--- config.mk ---
export PLATFORM = sky130hd
export DESIGN_NAME = rsc_cell
export DESIGN_NICKNAME = d
export VERILOG_FILES = /design/src/rtl/rsc_pkg.sv /design/src/rtl/rsc_cell.sv
export SDC_FILE = /design/constraint.sdc
export NUM_CORES = 1
export LEC_CHECK = 0
export ABC_CLOCK_PERIOD_IN_PS = 1520
export BUFFER_PORTS_ARGS = -buffer_cell sky130_fd_sc_hd__buf_2
export CELL_PAD_IN_SITES_DETAIL_PLACEMENT = 0
export CELL_PAD_IN_SITES_GLOBAL_PLACEMENT = 1
export CORE_ASPECT_RATIO = 0.8
export CORE_MARGIN = 5
export CORE_UTILIZATION = 29
export CTS_CLUSTER_DIAMETER = 200
export CTS_CLUSTER_SIZE = 28
export DETAILED_ROUTE_END_ITERATION = 12
export PLACE_DENSITY = 0.74
export SLEW_MARGIN = 20
export SYNTH_ARGS = -nofsm -noshare
export SYNTH_HDL_FRONTEND = slang
export SYNTH_SLANG_ARGS = --single-unit
--- constraint.sdc ---
create_clock -name clk -period 1.52 [get_ports clk]
set_input_delay 0.152 -clock clk [delete_from_list [all_inputs] [get_ports clk]]
set_output_delay 0.152 -clock clk [all_outputs]
set_load 0.005 [all_outputs]
--- src/rtl/rsc_pkg.sv ---
package rsc_pkg;

	localparam int STACK_DEPTH_DEF = 128;
	localparam int Q_W = 32;
	localparam int DIV_W = 48;

	localparam logic [3:0] CMD_PUSH  = 4'd0;
	localparam logic [3:0] CMD_ADD   = 4'd1;
	localparam logic [3:0] CMD_SUB   = 4'd2;
	localparam logic [3:0] CMD_MUL   = 4'd3;
	localparam logic [3:0] CMD_DIV   = 4'd4;
	localparam logic [3:0] CMD_MOD   = 4'd5;
	localparam logic [3:0] CMD_PEEK  = 4'd6;
	localparam logic [3:0] CMD_DUP   = 4'd7;
	localparam logic [3:0] CMD_SWAP  = 4'd8;
	localparam logic [3:0] CMD_CLEAR = 4'd9;

	localparam logic [2:0] ST_OK    = 3'd0;
	localparam logic [2:0] ST_FULL  = 3'd1;
	localparam logic [2:0] ST_EMPTY = 3'd2;
	localparam logic [2:0] ST_ZDIV  = 3'd3;
	localparam logic [2:0] ST_ZMOD  = 3'd4;
	localparam logic [2:0] ST_SWAP  = 3'd5;
	localparam logic [2:0] ST_DUP   = 3'd6;

	// per-cell source select
	localparam logic [1:0] SEL_HOLD = 2'd0;
	localparam logic [1:0] SEL_UP   = 2'd1;
	localparam logic [1:0] SEL_DOWN = 2'd2;

	// whole-stack moves
	localparam logic [2:0] OP_HOLD = 3'd0;
	localparam logic [2:0] OP_PUSH = 3'd1;
	localparam logic [2:0] OP_POP  = 3'd2;
	localparam logic [2:0] OP_REPL = 3'd3;
	localparam logic [2:0] OP_SWAP = 3'd4;

	typedef struct packed {
		logic [3:0]              cmd;
		logic signed [Q_W-1:0]   operand;
	} rsc_req_t;

	typedef struct packed {
		logic signed [Q_W-1:0]   top_value;
		logic [2:0]              status;
		logic [7:0]              depth;
	} rsc_rsp_t;

	typedef struct packed {
		logic [1:0]     sel;
	} rsc_cell_ctl_t;

	function automatic logic [Q_W-1:0] sat_q(input logic signed [48:0] v);
		if (v > 49'sd2147483647)
			return 32'h7fff_ffff;
		else if (v < -49'sd2147483648)
			return 32'h8000_0000;
		else
			return v[Q_W-1:0];
	endfunction

	function automatic logic [1:0] cell_sel(input logic [2:0] op, input logic first,
			input logic second);
		logic [1:0] s;
		s = SEL_HOLD;
		case (op)
			OP_PUSH: s = SEL_UP;
			OP_POP:  s = SEL_DOWN;
			OP_REPL: s = first ? SEL_UP : SEL_DOWN;
			OP_SWAP: s = first ? SEL_DOWN : (second ? SEL_UP : SEL_HOLD);
			default: s = SEL_HOLD;
		endcase
		return s;
	endfunction

endpackage

--- src/rtl/rsc_cell.sv ---
module rsc_cell (
	input  logic                  clk,
	input  rsc_pkg::rsc_cell_ctl_t ctl,
	input  logic [rsc_pkg::Q_W-1:0] up_val,
	input  logic [rsc_pkg::Q_W-1:0] dn_val,
	output logic [rsc_pkg::Q_W-1:0] val
);
	import rsc_pkg::*;

	logic [Q_W-1:0] val_q;

	always_ff @(posedge clk) begin
		case (ctl.sel)
			SEL_UP:   val_q <= up_val;
			SEL_DOWN: val_q <= dn_val;
			default:  val_q <= val_q;
		endcase
	end

	assign val = val_q;

endmodule

# ---- After elaboration in Yosys (flattened, before gate mapping)
# Index checks and enable logic that the tools add are counted.
dict set report totals {
  register_bits 32
  elab_cells 5
  out_inout_bits 32
  inputBits 67
}
dict set report classes {
  eq_ne 2
  mux 1
  reduce_logical 1
}
# cell n
set ops {}
lappend ops {{$pmux W32 S2} 1}
lappend ops {{$eq A2 B1 Y1 const B} 1}
lappend ops {{$eq A2 B2 Y1 const B} 1}
lappend ops {{$reduce_bool A2 Y1} 1}

# ---- Logic depth before layout (Yosys ltp)
# Gate-level depths: netlist of the first run.
dict set report depth {
  depth_word 2
  ltp_mapped 5
  ltp_nobuf 3
}

# ---- Worst setup path after synthesis of the first run
# OpenSTA, ideal clock, no wires.
dict set report synth_path {
  path_type {input port to flip-flop}
  from {in ctl[0] in the netlist's numbering}
  to {reg val_q[0], in the netlist val[0] (enable)}
  setup_time_ps 387
  t_arrival_ps 1090
  n_path_buf 0
  slack_ps 43
  path_stages 3
  required_time_ps 1133
  cell_sequence {inv_1 > ha_1 > inv_1}
}
dict set report synth_via {
  elab_chain_len 2
  elab_cells_between_ends 3
  classes_between {eq/ne: 2; reduce/logical: 1}
}
# item line
set synth_rtl {}
lappend synth_rtl {{start, declared} rsc_cell.sv:3} ;# input rsc_pkg::rsc_cell_ctl_t ctl,
lappend synth_rtl {{$eq A2 B2 Y1 or $eq A2 B1 Y1 (tied branches)} rsc_cell.sv:13} ;# case (ctl.sel)
lappend synth_rtl {{$reduce_bool A2 Y1 (no line) (*)} --}
lappend synth_rtl {{end signal, assigned} rsc_cell.sv:14} ;# SEL_UP: val_q <= up_val;
lappend synth_rtl {{end signal, assigned} rsc_cell.sv:15} ;# SEL_DOWN: val_q <= dn_val;
lappend synth_rtl {{end signal, assigned} rsc_cell.sv:16} ;# default: val_q <= val_q;
lappend synth_rtl {{end, declared} rsc_cell.sv:10} ;# logic [Q_W-1:0] val_q;
# Mark *: on every way between the ends. The rest lies on a longest branch, timed or not.
# A chain may end at the register's enable or synchronous reset.

# ---- Worst setup path after layout of the first run
dict set report layout_path {
  from {in ctl[0] in the netlist's numbering}
  to {reg val_q[5], in the netlist val[5], data pin}
}
dict set report layout_via {
  elab_chain_len 2
  elab_cells_between_ends 3
  classes_between {eq/ne: 2; mux: 1}
}
# item line
set layout_rtl {}
lappend layout_rtl {{$eq A2 B2 Y1 or $eq A2 B1 Y1 (tied branches)} rsc_cell.sv:13}
lappend layout_rtl {{$pmux W32 S2 (*)} rsc_cell.sv:13}
# Marks and branches as above.

==> impl_metrics.env, run 1 <==
export IMPL_routed_wl_mm=3.22
export IMPL_setup_viol=0
export IMPL_vdd_ir_drop_worst_v=0.000511
export IMPL_rows=23
export IMPL_syn_inst=71
export IMPL_start_util_pct=30.1
export IMPL_yosys_area_share_simple_pct=0
export IMPL_cts_made_buffers=5
export IMPL_slowest_delay_ns=0.31
export IMPL_ctsResizeCount=0
export IMPL_root_buffer="clkbuf_8"
export IMPL_muxShareOfSynthArea_pct=31.0
export IMPL_antenna_found_initial=0
export IMPL_slew_viol_final=0
export IMPL_firstDrtPassIters=2
export IMPL_mostFrequentLayoutCells="buf_2 (98), edfxtp_1 (32), mux2_4 (30)"
export IMPL_path_depth=5
export IMPL_setup_worst_path_start_class="primary input"
export IMPL_min_delay_path_depth=2
export IMPL_leakage_nw=1.03
export IMPL_portBuffers=98
export IMPL_setup_tns_ns=0
export IMPL_hold_path_class="primary input to register"
export IMPL_largest_reg_flops=32
export IMPL_die_area_um2=6820
export IMPL_grt_util_all_layers_pct=9.56
export IMPL_fmax_mhz=982
export IMPL_hold_viol_final=0
export IMPL_cp_arrival_ns=1.04
export IMPL_finalHoldWorstSlack_ns=0.175
export IMPL_route_detailed_drc=0
export IMPL_clock_sinks=32
export IMPL_critPathLaunch="ctl[0]"
export IMPL_place_congestion=0.660
export IMPL_grt_pass1_wl_mm=4.98
export IMPL_htree_levels=2
export IMPL_syn_to_final_growth_pct=43.7
export IMPL_synth_warnings=0
export IMPL_grt_pass1_vias=1072
export IMPL_grt_setup_unrepaired="false"
export IMPL_synth_area_um2=1530
export IMPL_overflow=0
export IMPL_critical_path_top_delay_family="buffers and inverters"
export IMPL_io_pins=99
export IMPL_tightest_slew_ns=0.178
export IMPL_core_area_um2=5060
export IMPL_synth_compound_area_share_pct=0
export IMPL_crit_slowest_cell="mux2_4"
export IMPL_synth_fa_ha_area_share_pct=0.820
export IMPL_ys_types=7
export IMPL_synth_top_family_by_area="multiplexers"
export IMPL_synth_nets=139
export IMPL_cp_required_ns=1.54
export IMPL_stdcell_area_um2=2190
export IMPL_num_vias=979
export IMPL_clk_pin_slew_ns=0.07
export IMPL_crit_buf_inv=3
export IMPL_critPathKind="primary input to register"
export IMPL_synth_seq_cells=32
export IMPL_status="finished, final reports clean"
export IMPL_die_h_um=74.9
export IMPL_power_per_cell_area_nw_per_um2=1070
export IMPL_worstPathCellList="buf_2, inv_1, ha_2, buf_12, mux2_4"
export IMPL_layout_commonest_cell="buf_2"
export IMPL_crit_fanout=18
export IMPL_ys_seq_area_share_pct=63.0
export IMPL_wire_per_inst_um=13.5
export IMPL_place_area_um2=2080
export IMPL_post_route_period_util_pct=67.0
export IMPL_relSlewSlack_pct=88.2
export IMPL_antenna_cells=0
export IMPL_maxCapViolations=0
export IMPL_viasPerCell=4.11
export IMPL_grt_max_degree=33
export IMPL_final_nets=243
export IMPL_period_minus_slack_ns=1.02
export IMPL_crit_path_end_kind="register"
export IMPL_dr_first_iter_drc_count=11
export IMPL_clockBufferDepth=2
export IMPL_cts_tree="built"
export IMPL_die_w_um=91.1
export IMPL_finalPower_mw=2.35
export IMPL_avgSynthCellArea_um2=21.5
export IMPL_cts_hold_buffers=0
export IMPL_endpoint="val[5]"
export IMPL_synthXorXnorAreaFrac_pct=0
export IMPL_post_cts_setup_buffers=0
export IMPL_ant_nets=0
export IMPL_fin_ws_ns=0.501
export IMPL_pre_cts_ws_ns=0.214
export IMPL_layout_drive_gt1_share_pct=80.1
==> cell type report <==
type                       instances  area (um^2)
fill                             491         2870
sequential                        32          961
timing repair buffer             101          551
multi-input combinational         33          488
tap                               62         77.6
clock buffer                       6         72.6
clock inverter                     2         35.0
inverter                           2         7.51
==> power breakdown <==
group / leakage [nW] / internal [mW] / total, mW / switching (mW)
clock network: 0.0552 / 0.486 / 0.776 / 0.291
registers: 0.313 / 1.12 / 1.15 / 0.0272
logic: 0.661 / 0.256 / 0.422 / 0.166
==> logic make-up (layout without fill, tap and decap cells) <==
family,after synthesis,count (layout)
flip-flops,32,32
adder cells (fa/ha/maj),1,1
multiplexers,32,32
buffers and inverters,6,111
==> Yosys cell counts <==
cell type / instances / share of area, %
ha_1: 1 / 0.82
buf_12: 3 / 3.9
mux2_2: 2 / 1.5
buf_6: 1 / 0.74
inv_1: 2 / 0.49
mux2_4: 30 / 30
edfxtp_1: 32 / 63
==> how the worst min path moves through the flow <==
stage                   end       start  slack, ns
floorplan            val[0]   dn_val[0]       0.37
global placement     val[8]   dn_val[8]       0.45
detailed placement  val[10]  dn_val[10]       0.46
CTS                 val[16]  up_val[16]       0.16
global route        val[14]  dn_val[14]       0.16
finish              val[11]  dn_val[11]       0.17
==> stage by stage <==
step / utilization [%] / std cells
3_5_place_dp: 41.2 / 230
2_1_floorplan: - / 71
5_1_grt: 43.3 / 238
6_report: 43.3 / 238
4_1_cts: 43.3 / 238
3_3_place_gp: 41.2 / 230
==> layer usage <==
layer | global-route usage, % | wire length (um) | vias up
li1 | - | - | 481
met1 | 11.5 | 1310 | 437
met2 | 13.8 | 1440 | 59
met3 | 6.09 | 444 | 2
met4 | 3.91 | 25 | 0
met5 | 0 | 0 | -
Power figures use the tool's default switching activity.
==> run 2: changes to the inputs <==
- ABC_CLOCK_PERIOD_IN_PS: 1520 -> 850
- clock period: 1.52 -> 0.85 ns (I/O delays scaled with it)
==> impl_metrics.env, run 2 (synthesis results as in run 1) <==
export IMPL_setup_viol=17
export IMPL_crit_slowest_cell="edfxtp_1"
export IMPL_cp_required_ns=0.76
export IMPL_core_area_um2=5060
export IMPL_firstDrtPassIters=2
export IMPL_crit_path_end_kind="output port"
export IMPL_stdcell_area_um2=2290
export IMPL_clk_pin_slew_ns=0.07
export IMPL_antenna_found_initial=0
export IMPL_critPathKind="register to output port"
export IMPL_slowest_delay_ns=0.38
export IMPL_post_route_period_util_pct=103
export IMPL_dr_first_iter_drc_count=10
export IMPL_maxCapViolations=0
export IMPL_finalHoldWorstSlack_ns=0.104
export IMPL_place_congestion=0.637
export IMPL_fin_ws_ns=-0.0246
export IMPL_status="finished with violations"
export IMPL_layout_drive_gt1_share_pct=81.6
export IMPL_grt_setup_unrepaired="true"
export IMPL_viasPerCell=4.15
export IMPL_crit_fanout=1
export IMPL_setup_worst_path_start_class="register"
export IMPL_routed_wl_mm=3.32
export IMPL_worstPathCellList="buf_2"
export IMPL_slew_viol_final=0
export IMPL_grt_pass1_wl_mm=5.02
export IMPL_ant_nets=0
export IMPL_die_area_um2=6820
export IMPL_clock_sinks=32
export IMPL_grt_pass1_vias=1103
export IMPL_largest_reg_flops=32
export IMPL_hold_path_class="primary input to register"
export IMPL_grt_util_all_layers_pct=9.73
export IMPL_cts_tree="built"
export IMPL_instances_no_fill=241
export IMPL_crit_buf_inv=1
export IMPL_start_util_pct=30.1
export IMPL_dp_cells=232
export IMPL_relSlewSlack_pct=92.0
export IMPL_cts_hold_buffers=0
export IMPL_leakage_nw=1.06
export IMPL_die_w_um=91.1
export IMPL_clockBufferDepth=2
export IMPL_tightest_slew_ns=0.120
export IMPL_die_h_um=74.9
export IMPL_syn_to_final_growth_pct=50.0
export IMPL_postLayoutCoreUtil_pct=45.2
export IMPL_portBuffers=98
export IMPL_hold_viol_final=0
export IMPL_power_per_cell_area_nw_per_um2=1860
export IMPL_setup_tns_ns=-0.160
export IMPL_fmax_mhz=1140
export IMPL_num_vias=999
export IMPL_mostFrequentLayoutCells="buf_2 (97), mux2_4 (32), edfxtp_1 (32)"
export IMPL_cts_made_buffers=5
export IMPL_route_detailed_drc=0
export IMPL_root_buffer="clkbuf_8"
export IMPL_grt_max_degree=18
export IMPL_wire_per_inst_um=13.8
export IMPL_hpwl_mm=2.74
export IMPL_overflow=0
export IMPL_violations="setup timing"
export IMPL_place_area_um2=2140
export IMPL_finalPower_mw=4.26
export IMPL_final_nets=246
export IMPL_cp_arrival_ns=0.79
export IMPL_htree_levels=2
export IMPL_period_minus_slack_ns=0.875
export IMPL_vdd_ir_drop_worst_v=0.000795
export IMPL_layout_commonest_cell="buf_2"
export IMPL_rows=23
export IMPL_critical_path_top_delay_family="flip-flops"
export IMPL_pre_cts_ws_ns=-0.337
export IMPL_antenna_cells=0
export IMPL_io_pins=99
-- run 2: cell count changes in the layout (fill, tap and decap cells not counted), sizes merged --
cell,previous run,this run
buf,101,103
clkbuf,6,7
clkinv,1,2
clkinvlp,0,1
inv,2,0
-- run 2: layer usage --
metal	wire length, um	vias up	global-route usage [%]
met5	0	-	0
met4	39	0	4.40
met3	603	5	7.89
met2	1520	62	14.2
met1	1160	446	10.3
li1	-	486	-
-- run 2: area by class of cell --
cell class | count | area [um^2]
Fill cell | 479 | 2780
Sequential cell | 32 | 961
Timing Repair Buffer | 104 | 613
Multi-Input combinational cell | 33 | 505
Tap cell | 62 | 77.6
Clock buffer | 6 | 72.6
Clock inverter | 2 | 35.0
Inverter | 2 | 23.8
-- run 2: worst paths after layout --
| path | from | to | slack (ns) | cells after the start |
|---|---|---|---|---|
| min | up_val[28] | val[28] | 0.10 | 2 |
| max | val[9] | val[9] | -0.02 | 1 |
-- run 2: where the power goes --
| group | switching [mW] | internal (mW) |
|---|---|---|
| clock | 0.520 | 0.869 |
| combinational | 0.311 | 0.509 |
| sequential | 0.0478 | 2.01 |
-- run 2: what timing repair did --
action,4_1_cts,5_1_grt
pin swaps,0,0
gates resized for setup,2,2
setup buffers,0,0
setup endpoints to repair,56,38
cloned,0,1
