## config.mk

```make
export PLATFORM = sky130hd
export DESIGN_NAME = rsc_div
export DESIGN_NICKNAME = d
export VERILOG_FILES = /design/src/rtl/rsc_pkg.sv /design/src/rtl/rsc_div.sv
export SDC_FILE = /design/constraint.sdc
export NUM_CORES = 1
export LEC_CHECK = 0
export BUFFER_PORTS_ARGS = -buffer_cell sky130_fd_sc_hd__buf_2
export CELL_PAD_IN_SITES_DETAIL_PLACEMENT = 1
export CELL_PAD_IN_SITES_GLOBAL_PLACEMENT = 2
export CORE_UTILIZATION = 34
export DETAILED_ROUTE_END_ITERATION = 10
export GPL_TIMING_DRIVEN = 0
export PLACE_DENSITY = 0.79
export SETUP_SLACK_MARGIN = 0.02
export SLEW_MARGIN = 10
export SYNTH_ARGS = -nofsm -noshare
export SYNTH_HDL_FRONTEND = slang
export SYNTH_SLANG_ARGS = --single-unit
```

## constraint.sdc

```tcl
create_clock -name clk -period 3.8 [get_ports clk]
set_input_delay 1.14 -clock clk [delete_from_list [all_inputs] [get_ports clk]]
set_output_delay 1.14 -clock clk [all_outputs]
set_load 0.02 [all_outputs]
```

## src/rtl/rsc_pkg.sv

```systemverilog
package rsc_pkg;

	localparam int STACK_DEPTH_DEF = 128;
	localparam int Q_W = 32;
	localparam int DIV_W = 48;

	localparam logic [3:0] CMD_PUSH  = 4'd0;
	localparam logic [3:0] CMD_ADD   = 4'd1;
	localparam logic [3:0] CMD_SUB   = 4'd2;
	localparam logic [3:0] CMD_MUL   = 4'd3;
	localparam logic [3:0] CMD_DIV   = 4'd4;
	localparam logic [3:0] CMD_MOD   = 4'd5;
	localparam logic [3:0] CMD_PEEK  = 4'd6;
	localparam logic [3:0] CMD_DUP   = 4'd7;
	localparam logic [3:0] CMD_SWAP  = 4'd8;
	localparam logic [3:0] CMD_CLEAR = 4'd9;

	localparam logic [2:0] ST_OK    = 3'd0;
	localparam logic [2:0] ST_FULL  = 3'd1;
	localparam logic [2:0] ST_EMPTY = 3'd2;
	localparam logic [2:0] ST_ZDIV  = 3'd3;
	localparam logic [2:0] ST_ZMOD  = 3'd4;
	localparam logic [2:0] ST_SWAP  = 3'd5;
	localparam logic [2:0] ST_DUP   = 3'd6;

	// per-cell source select
	localparam logic [1:0] SEL_HOLD = 2'd0;
	localparam logic [1:0] SEL_UP   = 2'd1;
	localparam logic [1:0] SEL_DOWN = 2'd2;

	// whole-stack moves
	localparam logic [2:0] OP_HOLD = 3'd0;
	localparam logic [2:0] OP_PUSH = 3'd1;
	localparam logic [2:0] OP_POP  = 3'd2;
	localparam logic [2:0] OP_REPL = 3'd3;
	localparam logic [2:0] OP_SWAP = 3'd4;

	typedef struct packed {
		logic [3:0]              cmd;
		logic signed [Q_W-1:0]   operand;
	} rsc_req_t;

	typedef struct packed {
		logic signed [Q_W-1:0]   top_value;
		logic [2:0]              status;
		logic [7:0]              depth;
	} rsc_rsp_t;

	typedef struct packed {
		logic [1:0]     sel;
	} rsc_cell_ctl_t;

	function automatic logic [Q_W-1:0] sat_q(input logic signed [48:0] v);
		if (v > 49'sd2147483647)
			return 32'h7fff_ffff;
		else if (v < -49'sd2147483648)
			return 32'h8000_0000;
		else
			return v[Q_W-1:0];
	endfunction

	function automatic logic [1:0] cell_sel(input logic [2:0] op, input logic first,
			input logic second);
		logic [1:0] s;
		s = SEL_HOLD;
		case (op)
			OP_PUSH: s = SEL_UP;
			OP_POP:  s = SEL_DOWN;
			OP_REPL: s = first ? SEL_UP : SEL_DOWN;
			OP_SWAP: s = first ? SEL_DOWN : (second ? SEL_UP : SEL_HOLD);
			default: s = SEL_HOLD;
		endcase
		return s;
	endfunction

endpackage

```

## src/rtl/rsc_div.sv

```systemverilog
module rsc_div (
	input  logic                      clk,
	input  logic                      arst_n,
	input  logic                      start,
	input  logic [rsc_pkg::DIV_W-1:0] dividend,
	input  logic [rsc_pkg::Q_W-1:0]   divisor,
	output logic                      done,
	output logic [rsc_pkg::DIV_W-1:0] quo,
	output logic [rsc_pkg::Q_W-1:0]   rem
);
	import rsc_pkg::*;

	localparam int CNT_W = $clog2(DIV_W);

	logic [Q_W-1:0]   rem_q;
	logic [DIV_W-1:0] quo_q;
	logic [Q_W-1:0]   dvs_q;
	logic [CNT_W-1:0] cnt_q;
	logic             run_q;
	logic             done_q;
	logic [Q_W:0]     trial;
	logic             fits;

	assign trial = {rem_q, quo_q[DIV_W-1]};
	assign fits  = trial >= {1'b0, dvs_q};

	always_ff @(posedge clk or negedge arst_n) begin
		if (!arst_n) begin
			run_q  <= 1'b0;
			done_q <= 1'b0;
			cnt_q  <= '0;
		end else begin
			done_q <= 1'b0;
			if (start) begin
				run_q <= 1'b1;
				cnt_q <= CNT_W'(DIV_W - 1);
			end else if (run_q) begin
				cnt_q <= cnt_q - CNT_W'(1);
				if (cnt_q == '0) begin
					run_q  <= 1'b0;
					done_q <= 1'b1;
				end
			end
		end
	end

	// one quotient bit per cycle, restoring
	always_ff @(posedge clk) begin
		if (start) begin
			rem_q <= '0;
			quo_q <= dividend;
			dvs_q <= divisor;
		end else if (run_q) begin
			rem_q <= fits ? Q_W'(trial - {1'b0, dvs_q}) : trial[Q_W-1:0];
			quo_q <= {quo_q[DIV_W-2:0], fits};
		end
	end

	assign done = done_q;
	assign quo  = quo_q;
	assign rem  = rem_q;

endmodule

```

; ---- Word level (Yosys, flattened, before mapping)
; Index checks and enable logic that the tools add are counted.
[op_classes]
addsub = 2
magnitude_cmp = 1
muxes = 11
n_reduce_logical = 2
[ops]
columns = cell, n
row1 = $mux 48, 2
row2 = $ge 33x32->1, 1
row3 = $mux 32, 1
row4 = $sub 32x32->32, 1
row5 = $mux 6, 2
row6 = $logic_not 6->1, 1
row7 = $mux 1, 6
row8 = $sub 6x1->6 const B, 1
row9 = $reduce_bool 2->1, 1
[totals]
reg_bits = 120
wordCells = 22

; ---- Depth between registers and ports, before layout
; Gate-level depths: netlist of run 1.
[depth]
ltp_word = 4
ltp_mapped = 14

; ---- Worst setup path before layout of run 1
; Ideal clock, no wire load.
[synth_path]
path_kind = input port to flip-flop
from = in start
to = reg quo_q[0], in the netlist quo[0], enable pin
arrival_ns = 2.564
slack_ns = 0.648
cell_stages = 4
path_cell_list = clkbuf_1 > inv_1 > clkbuf_1 > nand2_1
[synth_between]
elab_chain_cells = 1
[synth_rtl]
columns = element, line_no
row1 = "start, declared", rsc_div.sv:4  ; input logic start,
row2 = $reduce_bool 2->1 (no line), -
row3 = "end signal, assigned", rsc_div.sv:51  ; quo_q <= dividend;
row4 = "end signal, assigned", rsc_div.sv:55  ; quo_q <= {quo_q[DIV_W-2:0], fits};
row5 = "end, declared", rsc_div.sv:16  ; logic [DIV_W-1:0] quo_q;
; No other way between the ends.
; A chain may end at the register's enable or synchronous reset.

; ---- Final worst setup path of run 1
[layout_path]
from = in start
to = reg quo_q[25], in the netlist quo[25], enable pin
; The elaborated chain is that of the path after synthesis.

==> results of run 1 <==
per-stage QoR:
step                setup slack (ns)  hold slack [ns]  instances  cell area (um2)  total power (W)
finish                         0.368            0.522       1081             8420          0.00361
global placement              -0.820            0.501       1048             7790          0.00198
detailed placement            -0.161            0.512       1049             7830          0.00200
CTS                            0.287            0.526       1081             8420          0.00365
floorplan                      0.648            0.484        625             6650          0.00182
global route                   0.106            0.547       1081             8420          0.00375
worst reg2reg max path, stage by stage, from the launching register on:
cell and delay, ns:
edfxtp_1 0.45, inv_1 0.09, ha_1 0.23, nor2b_1 0.14, o31a_2 0.32, o31ai_2 0.36, a21oi_2 0.13, o211ai_1 0.42
a21oi_1 0.16, o21ai_0 0.17, or3b_1 0.38, a311oi_1 0.26
state kept, by name, summed over array words and instances (netlist names):
name   flops
run_q      1
dvs_q     32
cnt_q      6
quo       48
done       1
rem       32
placed cells by master, fill, tap and decap left out, types with 4 or more instances in the layout:
cell,instances
buf_2,169
clkbuf_1,24
nand2_1,47
dfxtp_1,32
a21oi_1,37
o21bai_1,5
a21o_1,18
o211ai_1,4
mux2i_1,13
and3_1,9
nor4_1,6
clkbuf_16,17
dfrtp_1,8
nand4_1,7
ha_1,34
o21ai_0,21
nor2_1,49
a311oi_1,14
nor3_1,7
inv_1,42
mux2_2,48
nand3_1,14
xnor2_1,18
edfxtp_1,80
a211oi_1,18
xor2_1,13
o21a_1,4
worst max-delay path by stage:
stage,startpoint,to,cells after the start
5_1_grt,start,quo[21],6
6_report,start,quo[25],6
2_1_floorplan,start,quo[0],4
3_5_place_dp,start,quo[25],6
4_1_cts,start,quo[25],6
3_3_place_gp,start,quo[25],5
routing by layer:
metal,share of wire,up-vias
met4,0.011,0
met2,0.49,181
met5,0,-
li1,-,2669
met3,0.053,19
met1,0.45,2690
cell families after synthesis:
group           synth area share
compound gates             0.152
flops                      0.487
fa+ha+maj                 0.0669
buf+inv                   0.0453
simple gates               0.107
xor+xnor                  0.0408
mux                        0.101
power by group:
group / total [W] / switching (W) / leakage, nW / internal (W)
sequential: 0.00153 / 0.0000431 / 1.17 / 0.00149
clock: 0.00164 / 0.000661 / 0.284 / 0.000980
combinational: 0.000436 / 0.000257 / 2.29 / 0.000179
area by class of cell:
| type | count | area share |
|---|---|---|
| tap | 260 | 0.0386 |
| sequential | 120 | 0.385 |
| multi-input combinational | 430 | 0.370 |
| timing repair buffer | 164 | 0.100 |
| clock buffer | 17 | 0.0505 |
| inverter | 42 | 0.0187 |
| clock inverter | 15 | 0.0199 |
| buffer | 33 | 0.0171 |
==> impl_results.md, run 1 <==
* Worst R2R End: rem[21]
* Async SR Flop Fraction at 0.0667
* Hold_buf cts at 0
* #FFs+latches synth at 120
* Final Max Slew Viols at 0
* CP Cell Sequence: buf_2, clkbuf_1, inv_1, clkbuf_1, nand2_2, buf_16
* M2 GR Usage at 0.368
* Ys Warns at 0
* Met3 Usage GRT at 0.0317
* Max Cap Viol at 0
* Skew-Pair Late Insertion Delay at 0.42 ns
* Worst reg2reg path depth at 11
* Cell count after synthesis at 625
* Gpl congestion at 0.882
* Met1 usage at 0.266
* Nets at 926
* Htree depth at 4
* Die Area at 0.0201 mm2
* Initial antenna violation count at 0
* Critical R2R Launch: dvs_q[1]
* Ant. Diodes at 0
* Total GRT Usage at 0.210
* Crit path kind: in -> reg
* Most used cell, CP: clkbuf_1
* Ranking of synthesized cells by area: edfxtp_1, dfxtp_1, mux2_2
* Critical path's top delay family: buffers and inverters
* Hpwl dp at around 16 mm
* Post-synth top area cell: edfxtp_1
* DR vias/cell at 5.14
* P&R area growth vs syn at 26.5%
* Final core occ at 0.444
* Layout cells sized above 1 at 0.315
* Area of the multi-input gates at about 0.0031 mm2
* DRT Wirelength at slightly above 20 mm
* Most Crowded Layer GR: met2
* Root buffer cell: clkbuf_16
* VDD IR max at 296 uV
* Crit path max fanout at 33
* Register area at between 0.003 and 0.004 mm2
* CP max-delay cell: buf_2
* # IOs at 164
* Grt total ovfl at 0
* Max-slew headroom at 0.430
* Mapped Nets at 743
* Reg clk slew, reported paths at roughly 0.060 ns
* Starting DRT DRC Count at 248
* Routed len/inst at 18.8 um
* Post-synth top area share at 0.361
* Dominant cell by count in the synthesized netlist: edfxtp_1
* DIE WIDTH at 142 um
* Mean Syn Cell Area at approximately 11 um2
* Setup Fix Bufs, Post-CTS at 0
* Number of global-route vias before repair at 5875
* IO Port Bufs at around 160
* Worst EP required at 3.92 ns
* Ys flop type: edfxtp_1
* Power density cells at 429 mW/mm2
* Register area share after synthesis at 0.487
* Critical Path AT at 3.55 ns
* Peak Freq at 0.291 GHz
* Core area at around 0.019 mm2
* Post-synthesis cell type count at 58
* Fillcell total at 2139
* DRC viols at 0
* Largest net degree at the start of global routing at 34
* Slew @ Worst Pin at 0.855 ns
* Synth cell count leaders: edfxtp_1, nor2_1, mux2_2, nand2_1, inv_1
* Worst Clk Skew at 0.00780 ns
* Status: finished, final reports clean
* Final antenna-violating net count at 0
* Synth Cell Area at about 0.0067 mm2
* Flop2flop setup slack at between 0.5 and 0.6 ns
* Worst Hold Path EP: rem[17]
* Die Y-Extent at 142 um
* Fin crit share at 0.903
* CTS tree: done
* Max incr delay on CP at 0.64 ns
* Setup TNS at 0 ns
* Critical Path End Type: flip-flop
* Cts repair resizes at 0
* Vias at 5559
* Final hold vios at 0
* CTS sink cnt at 120
* Cts bufs inserted at 17
* CP startpoint kind: input pin
* Static Leak at 3.74 nW
* Clk buf depth at 2
* Hold Crit Class: reg -> reg
* Num rows at 50
* Initial core utilization at 0.351
* EDFF count, synth at 80
* RSZ-0062 raised after global routing: false
* Minimum clock period at 3.43 ns
* Hold path start: rem[16]
* First-pass GRT wire length at ~32 mm
* Number of buffers and inverters on the critical path at 5
* Hold Crit Depth at 2
* Final setup vio count at 0
* DR pass1 iterations at 4
Power figures use the tool's default switching activity.
==> run 2: changes to the inputs <==
--- a/config.mk
+++ b/config.mk
@@ -5,15 +5,15 @@
 export SDC_FILE = /design/constraint.sdc
 export NUM_CORES = 1
 export LEC_CHECK = 0
+export ABC_AREA = 1
 export BUFFER_PORTS_ARGS = -buffer_cell sky130_fd_sc_hd__buf_2
 export CELL_PAD_IN_SITES_DETAIL_PLACEMENT = 1
 export CELL_PAD_IN_SITES_GLOBAL_PLACEMENT = 2
-export CORE_UTILIZATION = 34
+export CORE_UTILIZATION = 30
 export DETAILED_ROUTE_END_ITERATION = 10
 export GPL_TIMING_DRIVEN = 0
-export PLACE_DENSITY = 0.79
+export PLACE_DENSITY = 0.78
 export SETUP_SLACK_MARGIN = 0.02
-export SLEW_MARGIN = 10
 export SYNTH_ARGS = -nofsm -noshare
 export SYNTH_HDL_FRONTEND = slang
 export SYNTH_SLANG_ARGS = --single-unit
==> run 2 against run 1 <==
Effect of this change: total power is 67% higher; design area is 9.5% higher; worst hold slack worse by 0.030 ns; fmax is 3.9% higher; non-clock buffer count is 8 lower; first-iteration DRC count is 0.81% higher; largest cell class is now multi-input gates; largest power group is now combinational cells.
==> impl_results.md, run 2 <==
* Critical path's top delay family: buffers and inverters (unchanged)
* Finished Layout Cells at 1550 (was 1081)
* Worst EP required at 3.91 ns (was 3.92 ns)
* Number of buffers and inverters on the critical path at 5 (unchanged)
* Status: finished, final reports clean (unchanged)
* Final setup vio count at 0 (unchanged)
* Initial core utilization at 0.305 (was 0.351)
* Most frequent cells in the layout: nand2_1, inv_1, buf_2 (was buf_2, edfxtp_1, nor2_1)
* Final hold vios at 0 (unchanged)
* Synth Cell Area at 0.00743 mm2 (was 0.00665 mm2)
* DR vias/cell at 4.51 (was 5.14)
* DRC viols at 0 (unchanged)
* Routed len/inst at 16.1 um (was 18.8 um)
* VDD IR max at 263 uV (was 296 uV)
* Setup TNS at 0 ns (unchanged)
* Htree depth at 4 (unchanged)
* Final core occ at 0.379 (was 0.444)
* Number of flip-flops in the largest register at 48 (unchanged)
* Core area at 0.0243 mm2 (was 0.0190 mm2)
* Setup crit start: start (unchanged)
* Worst Clk Skew at 0.0157 ns (was 0.00780 ns)
* CP startpoint kind: input pin (unchanged)
* Ys Warns at 0 (unchanged)
* Minimum clock period at 3.30 ns (was 3.43 ns)
* Total GRT Usage at 0.205 (was 0.210)
* DIE WIDTH at 159 um (was 142 um)
* Dominant cell by count in the synthesized netlist: nand2_1 (was edfxtp_1)
* CTS tree: done (unchanged)
* Ys flop type: edfxtp_1 (unchanged)
* #FFs+latches synth at 120 (unchanged)
* CTS sink cnt at 120 (unchanged)
* Async SR Flop Fraction at 0.0667 (unchanged)
* Layout cells sized above 1 at 0.180 (was 0.315)
* CP Cell Sequence: clkbuf_4, clkbuf_1, nor2_1, inv_2, buf_2, buf_12 (was buf_2, clkbuf_1, inv_1, clkbuf_1, nand2_2, buf_16)
* Pwr Total at 0.00602 W (was 0.00361 W)
* P&R area growth vs syn at 24.2% (was 26.5%)
* Post-synthesis cell type count at 34 (was 58)
* Largest net degree at the start of global routing at 39 (was 34)
* Max-slew headroom at 0.491 (was 0.430)
* Initial antenna violation count at 2 (was 0)
* Static Leak at 4.98 nW (was 3.74 nW)
* Nets at 1332 (was 926)
* Grt total ovfl at 0 (unchanged)
* Fin crit share at 0.869 (was 0.903)
* Root buffer cell: clkbuf_16 (unchanged)
* Final antenna-violating net count at 0 (unchanged)
* Max incr delay on CP at 0.49 ns (was 0.64 ns)
* DR pass1 iterations at 4 (unchanged)
* Ranking of synthesized cells by area: edfxtp_1, nand2_1, inv_1 (was edfxtp_1, dfxtp_1, mux2_2)
* Cell count after synthesis at 1031 (was 625)
* Gpl congestion at 0.867 (was 0.882)
* Ant. Diodes at 0 (unchanged)
* Crit path max fanout at 38 (was 33)
* Cts bufs inserted at 17 (unchanged)
* Most common cell after layout, fill and taps aside: nand2_1 (was buf_2)
* Max Cap Viol at 0 (unchanged)
* Hold_buf cts at 0 (unchanged)
* Hpwl dp at 19.9 mm (was 15.5 mm)
* Placed Cells at 1519 (was 1049)
* Starting DRT DRC Count at 250 (was 248)
* Mean Syn Cell Area at 7.20 um2 (was 10.6 um2)
* Hold Crit Class: reg -> reg (unchanged)
* Crit path kind: in -> reg (unchanged)
* Skew-Pair Late Insertion Delay at 0.43 ns (was 0.42 ns)
* CP max-delay cell: buf_2 (unchanged)
* Die Y-Extent at 159 um (was 142 um)
* Hold path start: rem[21] (was rem[16])
* RSZ-0062 raised after global routing: false (unchanged)
* Critical Path End Type: flip-flop (unchanged)
* Post-synth top area cell: edfxtp_1 (unchanged)
* Post-synth top area share at 0.323 (was 0.361)
* Peak Freq at 0.303 GHz (was 0.291 GHz)
* Critical R2R Launch: quo[47] (was dvs_q[1])
* Vias at 6995 (was 5559)
* Number of global-route vias before repair at 7484 (was 5875)
* First-pass GRT wire length at 40.3 mm (was 32.2 mm)
* Critical Path AT at 3.41 ns (was 3.55 ns)
* Slew @ Worst Pin at 0.761 ns (was 0.855 ns)
* Worst hold margin at 0.492 ns (was 0.522 ns)
* Reg clk slew, reported paths at 0.06 ns (about the same)
* Die Area at 0.0254 mm2 (was 0.0201 mm2)
* Setup Fix Bufs, Post-CTS at 0 (unchanged)
* # IOs at 164 (unchanged)
* Clk buf depth at 2 (unchanged)
* Synth cell count leaders: nand2_1, inv_1, edfxtp_1 (was edfxtp_1, nor2_1, mux2_2, nand2_1, inv_1)
* Register area share after synthesis at 0.437 (was 0.487)
* Mapped Nets at 1149 (was 743)
* Cts repair resizes at 0 (unchanged)
* Num rows at 57 (was 50)
* Power density cells at 653 mW/mm2 (was 429 mW/mm2)
* IO Port Bufs at 163 (unchanged)
* DRT Wirelength at 25.0 mm (was 20.3 mm)
* Final Max Slew Viols at 0 (unchanged)
* EDFF count, synth at 80 (unchanged)
[run 2: cells by family after synthesis]
| family | share of synthesized area |
|---|---|
| buffers and inverters | 0.106 |
| adders and majority gates | 0.0600 |
| DFF | 0.437 |
| xor gates and xnor gates | 0.0165 |
| and+or+nand+nor | 0.345 |
| AOI/OAI and AO/OA | 0.0362 |
[run 2: worst paths after layout]
kind,slack [ns],end,cells past startpoint
setup / recovery,0.50,quo[20],6
hold / removal,0.49,rem[21],2
setup reg to reg,1.40,rem[20],15
hold reg to reg,0.49,rem[21],2
max in group asynchronous,3.07,cnt_q[1],1
min in group asynchronous,0.55,run_q,1
[run 2: routing by layer]
metal,vias up,global-route usage,wire length [um]
met5,-,0,10
met4,2,0.0524,288
met3,20,0.0581,1490
met2,153,0.340,11700
met1,3242,0.260,11500
li1,3578,-,-
[run 2: through the flow]
| step | instance area (um2) | worst slack [ns] |
|---|---|---|
| after detailed placement | 8670 | -0.292 |
| after global routing | 9220 | 0.248 |
| after floorplan | 7430 | 0.166 |
| final | 9220 | 0.498 |
| after CTS | 9220 | 0.167 |
| after global placement | 8650 | -2.01 |
[run 2: worst min-delay path: stages (launching register included)]
cell and delay, ns:
dfxtp_1 0.33, nand2_1 0.07, nand2_1 0.05
[run 2: final cells by class]
type / count / area (um2)
clock inverters: 14 / 124
flip-flops and latches: 120 / 3240
fillers: 3127 / 15100
clock buffers: 17 / 425
inverters: 174 / 653
plain buffers: 25 / 136
well taps: 324 / 405
multi-input cells: 712 / 3400
repair buffers: 164 / 838
[run 2: report_power, final]
| part | total, W | internal (W) | switching, W |
|---|---|---|---|
| Clock | 0.00158 | 0.000898 | 0.000682 |
| Sequential | 0.00177 | 0.00161 | 0.000156 |
| Combinational | 0.00268 | 0.000922 | 0.00176 |
